`config.mk`:
```
export PLATFORM = sky130hd
export DESIGN_NAME = low_pulse_occupancy_meter_core
export DESIGN_NICKNAME = d
export VERILOG_FILES = /design/src/hdl/lpom_pkg.sv /design/src/hdl/low_pulse_occupancy_meter_core.sv /design/src/hdl/lpom_chan.sv /design/src/hdl/lpom_window.sv /design/src/hdl/lpom_res_fifo.sv
export SDC_FILE = /design/constraint.sdc
export NUM_CORES = 1
export LEC_CHECK = 0
export BUFFER_PORTS_ARGS = -buffer_cell sky130_fd_sc_hd__buf_2
export CAP_MARGIN = 20
export CORE_UTILIZATION = 25
export DETAILED_ROUTE_END_ITERATION = 7
export PLACE_DENSITY = 0.46
export SYNTH_ARGS = -nofsm -noshare
export SYNTH_HDL_FRONTEND = slang
export SYNTH_HIERARCHICAL = 1
export SYNTH_SLANG_ARGS = --single-unit
```
`constraint.sdc`:
```
create_clock -name clk -period 19.6 [get_ports clk]
set_clock_uncertainty 0.15 [all_clocks]
set_input_delay 1.96 -clock clk [delete_from_list [all_inputs] [get_ports clk]]
set_output_delay 1.96 -clock clk [all_outputs]
set_load 0.01 [all_outputs]
```
`src/hdl/lpom_pkg.sv`:
```
// shared types, constants and helper functions for the low pulse occupancy meter
package lpom_pkg;

    // accumulator width, outputs are masked to OUT_WIDTH bits
    localparam int COUNT_WIDTH = 32;
    localparam int OUT_WIDTH = 32;
    localparam int WIN_WIDTH = 32;
    localparam logic [WIN_WIDTH-1:0] WINDOW_RESET = WIN_WIDTH'(2000000);

    typedef logic [COUNT_WIDTH-1:0] count_t;
    typedef logic [OUT_WIDTH-1:0] out_word_t;
    typedef logic [WIN_WIDTH-1:0] win_t;

    // one channel's figures for a finished window
    typedef struct packed {
        out_word_t low_time;
        out_word_t total_time;
        out_word_t pulse_count;
    } chan_res_t;

    // one result transaction
    typedef struct packed {
        chan_res_t small_ch;
        chan_res_t large_ch;
    } res_t;

    // increment that sticks at all ones
    function automatic count_t sat_inc(input count_t v, input logic en);
        count_t r;
        r = v;
        if (en && (v != '1))
        begin
            r = v + count_t'(1);
        end
        return r;
    endfunction

    // mask or extend a count to the output width
    function automatic out_word_t to_out(input count_t v);
        logic [COUNT_WIDTH+OUT_WIDTH-1:0] tmp;
        tmp = {{OUT_WIDTH{1'b0}}, v};
        return tmp[OUT_WIDTH-1:0];
    endfunction

endpackage

```
`src/hdl/low_pulse_occupancy_meter_core.sv`:
```
// Low pulse occupancy meter: one tick per cycle while ready, one result per window.
// Each input transaction is one sampling tick carrying the small and large sensor
// levels. Per channel the core counts low ticks, total ticks and low-to-high edges
// (the line is taken as high before the first tick) with saturating counters. When
// the tick that completes a window of window_ticks ticks is taken (zero behaves as
// one), a result transaction carrying all six figures is queued and the counters
// clear. A tick is taken whenever in_ready is high: accumulators and window counter
// update with it, and results pass through a two-entry output buffer, so in_ready
// drops only when two results wait unread. The window length is written through
// cfg_wr_en/cfg_wr_data and applies from the next tick; it resets to 2000000.
module low_pulse_occupancy_meter_core (
    input  logic        clk,
    input  logic        rst_n,
    input  logic        cfg_wr_en,
    input  logic [31:0] cfg_wr_data,
    input  logic        in_valid,
    output logic        in_ready,
    input  logic        small_level,
    input  logic        large_level,
    output logic        out_valid,
    input  logic        out_ready,
    output logic [31:0] small_low_time,
    output logic [31:0] small_total_time,
    output logic [31:0] small_pulse_count,
    output logic [31:0] large_low_time,
    output logic [31:0] large_total_time,
    output logic [31:0] large_pulse_count
);
    import lpom_pkg::*;

    logic      acc;
    logic      win_end;
    logic      room;
    chan_res_t small_res;
    chan_res_t large_res;
    res_t      res_in;
    res_t      res_out;

    assign in_ready = room;
    assign acc      = in_valid & room;
    assign res_in   = {small_res, large_res};

    // window timing
    lpom_window u_window (
        .clk         (clk),
        .rst_n       (rst_n),
        .cfg_wr_en   (cfg_wr_en),
        .cfg_wr_data (cfg_wr_data),
        .acc         (acc),
        .win_end     (win_end)
    );

    // channel accumulators
    lpom_chan u_small (
        .clk     (clk),
        .rst_n   (rst_n),
        .acc     (acc),
        .level   (small_level),
        .win_end (win_end),
        .res     (small_res)
    );

    lpom_chan u_large (
        .clk     (clk),
        .rst_n   (rst_n),
        .acc     (acc),
        .level   (large_level),
        .win_end (win_end),
        .res     (large_res)
    );

    // result buffer
    lpom_res_fifo u_fifo (
        .clk       (clk),
        .rst_n     (rst_n),
        .push      (acc & win_end),
        .push_data (res_in),
        .pop_ready (out_ready),
        .pop_valid (out_valid),
        .pop_data  (res_out),
        .room      (room)
    );

    assign small_low_time    = res_out.small_ch.low_time;
    assign small_total_time  = res_out.small_ch.total_time;
    assign small_pulse_count = res_out.small_ch.pulse_count;
    assign large_low_time    = res_out.large_ch.low_time;
    assign large_total_time  = res_out.large_ch.total_time;
    assign large_pulse_count = res_out.large_ch.pulse_count;

    // a tick that closes the window always leaves a result to read
    assert property (@(posedge clk) disable iff (!rst_n)
        (in_valid && in_ready && win_end) |=> out_valid)
        else $error("window end did not produce a result");

    // no result appears without a tick being taken
    assert property (@(posedge clk) disable iff (!rst_n)
        (!out_valid && !(in_valid && in_ready)) |=> !out_valid)
        else $error("result appeared without a tick");

    // input side only stalls while results are waiting
    assert property (@(posedge clk) disable iff (!rst_n)
        !in_ready |-> out_valid)
        else $error("input stalled with no result pending");

endmodule

```
`src/hdl/lpom_chan.sv`:
```
// per-channel low time, total time and rising edge accumulators
module lpom_chan (
    input  logic              clk,
    input  logic              rst_n,
    input  logic              acc,
    input  logic              level,
    input  logic              win_end,
    output lpom_pkg::chan_res_t res
);
    import lpom_pkg::*;

    logic   prev_reg;
    count_t low_reg;
    count_t total_reg;
    count_t edge_reg;

    count_t low_next;
    count_t total_next;
    count_t edge_next;

    // figures including this tick; total saturates the same way as low plus high
    always_comb
    begin
        low_next   = sat_inc(low_reg, ~level);
        total_next = sat_inc(total_reg, 1'b1);
        edge_next  = sat_inc(edge_reg, level & ~prev_reg);
        res.low_time    = to_out(low_next);
        res.total_time  = to_out(total_next);
        res.pulse_count = to_out(edge_next);
    end

    // accumulators clear when the window closes, previous level is kept
    always_ff @(posedge clk or negedge rst_n)
    begin
        if (!rst_n)
        begin
            prev_reg  <= 1'b1;
            low_reg   <= '0;
            total_reg <= '0;
            edge_reg  <= '0;
        end
        else if (acc)
        begin
            prev_reg <= level;
            if (win_end)
            begin
                low_reg   <= '0;
                total_reg <= '0;
                edge_reg  <= '0;
            end
            else
            begin
                low_reg   <= low_next;
                total_reg <= total_next;
                edge_reg  <= edge_next;
            end
        end
    end

endmodule

```
`src/hdl/lpom_window.sv`:
```
// window length register and tick counter
module lpom_window (
    input  logic                  clk,
    input  logic                  rst_n,
    input  logic                  cfg_wr_en,
    input  lpom_pkg::win_t        cfg_wr_data,
    input  logic                  acc,
    output logic                  win_end
);
    import lpom_pkg::*;

    win_t window_ticks_reg;
    win_t counter_reg;
    logic [WIN_WIDTH:0] ticks;

    // window closes once the ticks counted, this one included, reach the length
    always_comb
    begin
        ticks   = {1'b0, counter_reg} + {{WIN_WIDTH{1'b0}}, 1'b1};
        win_end = !(ticks < {1'b0, window_ticks_reg});
    end

    // length register
    always_ff @(posedge clk or negedge rst_n)
    begin
        if (!rst_n)
        begin
            window_ticks_reg <= WINDOW_RESET;
        end
        else if (cfg_wr_en)
        begin
            window_ticks_reg <= cfg_wr_data;
        end
    end

    // tick counter
    always_ff @(posedge clk or negedge rst_n)
    begin
        if (!rst_n)
        begin
            counter_reg <= '0;
        end
        else if (acc)
        begin
            counter_reg <= win_end ? '0 : ticks[WIN_WIDTH-1:0];
        end
    end

endmodule

```
`src/hdl/lpom_res_fifo.sv`:
```
// two-entry result buffer parting the input side from the output side
module lpom_res_fifo (
    input  logic               clk,
    input  logic               rst_n,
    input  logic               push,
    input  lpom_pkg::res_t     push_data,
    input  logic               pop_ready,
    output logic               pop_valid,
    output lpom_pkg::res_t     pop_data,
    output logic               room
);
    import lpom_pkg::*;

    res_t       mem [2];
    logic       wr_ptr_reg;
    logic       rd_ptr_reg;
    logic [1:0] count_reg;
    logic       pop;

    assign pop_valid = (count_reg != 2'd0);
    assign room      = (count_reg != 2'd2);
    assign pop       = pop_valid & pop_ready;
    assign pop_data  = mem[rd_ptr_reg];

    // storage
    always_ff @(posedge clk)
    begin
        if (push)
        begin
            mem[wr_ptr_reg] <= push_data;
        end
    end

    // pointers and fill count
    always_ff @(posedge clk or negedge rst_n)
    begin
        if (!rst_n)
        begin
            wr_ptr_reg <= 1'b0;
            rd_ptr_reg <= 1'b0;
            count_reg  <= 2'd0;
        end
        else
        begin
            if (push)
            begin
                wr_ptr_reg <= ~wr_ptr_reg;
            end
            if (pop)
            begin
                rd_ptr_reg <= ~rd_ptr_reg;
            end
            unique case ({push, pop})
                2'b10:   count_reg <= count_reg + 2'd1;
                2'b01:   count_reg <= count_reg - 2'd1;
                default: count_reg <= count_reg;
            endcase
        end
    end

endmodule

```
==> impl_results.md <==
* WL/cell at 18.5 µm
* Critical Path Max Stage Delay at between 0.8 and 0.9 ns
* Async SR Flop Fraction at between 40% and 50%
* Yosys Warn Count at 6
* Area grow syn2layout at 16.8%
* DRC marker count from the first detailed-route iteration at ~1300
* Chip Height at 360 µm
* Synth Area in XOR/XNOR at 5.81%
* Max Cap Violations at 0
* Worst skew pair latency at 0.67 ns
* Status: complete, no violations
* Synth Cell Area at 0.0321 mm²
* Antenna Nets Post-Route at 0
* TritonCTS buffer count at 81
* Cell Rows at 131
* Crit Path Category: flop to flop
* RSZ-0062 raised after global routing: false
* Largest net degree at the start of global routing at 127
* Die area at approximately 0.13 mm²
* Initial antenna violation count at 3
* Via count at 21900
* Tot GR Track Use at 13.1%
* Crit path max fanout at 59
* Largest register FFs at 384
* VDD IR max at 0.0000685 V
* Final WL at 85400 µm
* Adder-cell share of the synthesized area at 1.52%
* CP Launch Type: flop
* Final HPWL DP at 55100 µm
* Core area at 0.128 mm²
* Worst Hold Class: flop to flop
* Critical Path AT at 7.60 ns
* DR DRC count at 0
* Top reg by flops: u_fifo/mem
* First-pass GRT wire length at 133000 µm
* Maximum buffer depth of the clock tree at 3
* Clock Sinks at 646
* Post-Syn Instances at 2730
* Synth unique cells at 75
* Pre-CTS WS at roughly 12 ns
* Root Driver: clkbuf_16
* Gr ovfl total at 0
* Setup_tns at 0 ns
* Vias in the first global route at 21500
* Synth Area in Simple Gates at 13.9%
* Avg Cell Area, Syn at 11.8 µm²
* Setup WS post-layout at 12.12 ns
* WP data required at between 15 and 20 ns
* CTS Hold Bufs at 0
* Multiplexer share of the synthesized area at 8.82%
* Dominant cells by area after synthesis: edfxtp_1 36%, dfrtp_1 20%, mux2_2 7.0%
* GPL Wtd Cong at around 0.77
* Nets at slightly below 3000
* Final Setup Violations at 0
* Min Tclk post-route at 7.48 ns
* HP Start: u_fifo/count_reg[1]$_DFFE_PN0P_
* Vias per cell at 4.74
* Net Count, Synth at 2808
* Post-CTS sizing at 0
* Total setup buffers inserted after CTS at 0
* Number of primary I/O pins at 233
* Worst reg2reg startpoint: u_window/counter_reg[0]$_DFFE_PN0P_
* PortBufs at ~230
* Largest family of logic cells by synthesized area: simple AND/OR/NAND/NOR gates
* Slowest CP cell: buf_4
* Top FF cell, synth: edfxtp_1
* Register area share after synthesis at between 50% and 60%
* Top cell type's share of synthesized area at 35.9%
* Synth Area in Compound Gates at 9.96%
* CP cell instances: ha_1, inv_1, or4_1, or3_4, nor2_2, xnor2_1, ha_1, nand4_1, or4_1, o2111ai_1, nand2_1, nand2_4, and3_1, inv_1, nor2_4, buf_4, buf_4
* # diodes at 0
* Pwr Density at 130 mW/mm²
* Pins over their slew limit at 0
* Post-synth EDFFs at 384
* Lkg Pwr at about 14 nW
* Seq cells post-synth at 646
* Initial core utilization at 25.2%
* Number of hold violations in the final report at 0
* Fmax at 134 MHz
* Layout cells sized above 1 at 21.7%
* Crit path capture type: flop
* CTS tree: done
* Pre-Repair DR Iteration Count at 8
* CTS clk-pin slew, worst paths at 0.06 ns
* Max-slew headroom at 30.6%
* Worst slew pin tran at 1.04 ns
* Depth of the CTS H-tree at 3
* Final period utilization at 38.2%
* Post-synth top area cell: edfxtp_1
* Die width at 360 µm
* Setup crit start: u_window/counter_reg[0]$_DFFE_PN0P_
==> cell usage after synthesis, types with 10 or more instances <==
cell type	n
and2_1	13
dfrtp_1	253
clkbuf_1	144
a22o_1	13
mux2i_1	59
inv_1	93
nand4_1	67
and4_1	31
o311ai_0	26
buf_2	14
a21oi_1	52
o311ai_1	10
o211ai_1	10
nor2b_1	19
o2bb2ai_1	74
nor2_1	165
nor4_1	22
or3_1	10
mux2_2	199
o31ai_1	39
nand2_1	209
o221ai_1	12
o22ai_1	14
buf_4	11
xor2_1	40
ha_1	39
o21ai_0	93
nor3_1	43
edfxtp_1	384
and3_1	57
nand3_1	146
a31oi_1	29
xnor2_1	173
or4_1	21
==> stage by stage <==
stage                     total power [W]  area (µm²)  hold slack, ns  cells  util (%)
after floorplan                   0.00291       32100           0.306   2730         -
after detailed placement          0.00342       34800           0.326   4472      27.3
after global routing              0.00518       37500           0.349   4621      29.4
final                             0.00488       37500           0.340   4621      29.4
after CTS                         0.00498       37500           0.338   4621      29.4
after global placement            0.00341       34800           0.324   4472      27.3
==> critical path, delay by kind of cell, from the launching register on <==
| kind | cells | cell delay [ns] |
|---|---|---|
| buf+inv | 4 | 1.75 |
| xor+xnor | 1 | 0.09 |
| simple gates | 9 | 3.64 |
| fa+ha+maj | 2 | 0.60 |
| compound gates | 1 | 0.23 |
| flops | 1 | 0.47 |
==> cell families (layout without fill, tap and decap cells) <==
| family | Yosys count | in the layout |
|---|---|---|
| fa+ha+maj | 39 | 39 |
| compound gates | 444 | 444 |
| mux | 258 | 258 |
| simple gates | 857 | 857 |
| xor+xnor | 213 | 213 |
| buf+inv | 273 | 502 |
| flops | 646 | 646 |
==> power breakdown <==
group	switching (W)	internal, W	total [W]
Sequential	0.000202	0.00170	0.00190
Combinational	0.000883	0.000575	0.00146
Clock	0.000603	0.000918	0.00152
Total	0.00169	0.00319	0.00488
==> area by class of cell <==
cell class | count | area, µm²
clock buffer | 109 | 2270
clock inverter | 40 | 437
fill | 13200 | 90000
inverter | 93 | 352
multi-input combinational | 1811 | 12900
sequential | 646 | 18100
tap | 1662 | 2080
timing repair buffer | 260 | 1390
==> final timing paths <==
kind	end	slack (ns)	depth (start not counted)
hold reg to reg	u_fifo/count_reg[1]$_DFFE_PN0P_	0.34	1
max in group asynchronous	u_large/total_reg[17]$_DFFE_PN0P_	16.70	2
setup / recovery	u_fifo/mem[0][44]$_DFFE_PP_	12.12	17
min in group asynchronous	u_window/window_ticks_reg[31]$_DFFE_PN0P_	1.17	1
hold / removal	u_fifo/count_reg[1]$_DFFE_PN0P_	0.34	1
setup reg to reg	u_fifo/mem[0][44]$_DFFE_PP_	12.12	17
==> cells in the final DEF, fill, tap and decap left out, types with 19 or more instances in the layout <==
| master | Yosys | routed |
|---|---|---|
| and4_1 | 31 | 31 |
| o2bb2ai_1 | 74 | 74 |
| nor3_1 | 43 | 43 |
| a21oi_1 | 52 | 52 |
| mux2i_1 | 59 | 59 |
| o311ai_0 | 26 | 26 |
| nor2_1 | 165 | 164 |
| dfrtp_1 | 253 | 252 |
| clkbuf_16 | 0 | 84 |
| nand4_1 | 67 | 67 |
| xnor2_1 | 173 | 173 |
| xor2_1 | 40 | 40 |
| nor4_1 | 22 | 22 |
| or4_1 | 21 | 21 |
| ha_1 | 39 | 39 |
| and3_1 | 57 | 57 |
| a31oi_1 | 29 | 29 |
| buf_4 | 11 | 27 |
| nor2b_1 | 19 | 19 |
| nand3_1 | 146 | 146 |
| nand2_1 | 209 | 206 |
| o21ai_0 | 93 | 93 |
| inv_1 | 93 | 91 |
| buf_2 | 14 | 231 |
| mux2_2 | 199 | 199 |
| edfxtp_1 | 384 | 384 |
| o31ai_1 | 39 | 39 |
==> layer usage <==
metal  vias to the layer above  global-route usage, %  part of all wire, %
li1                      10500                      -                    -
met1                     10800                   17.9                   47
met2                       428                   20.6                   46
met3                       114                   3.07                  4.8
met4                         2                   3.67                  2.4
met5                         -                      0                0.013
(Power assumes the default switching activity.)
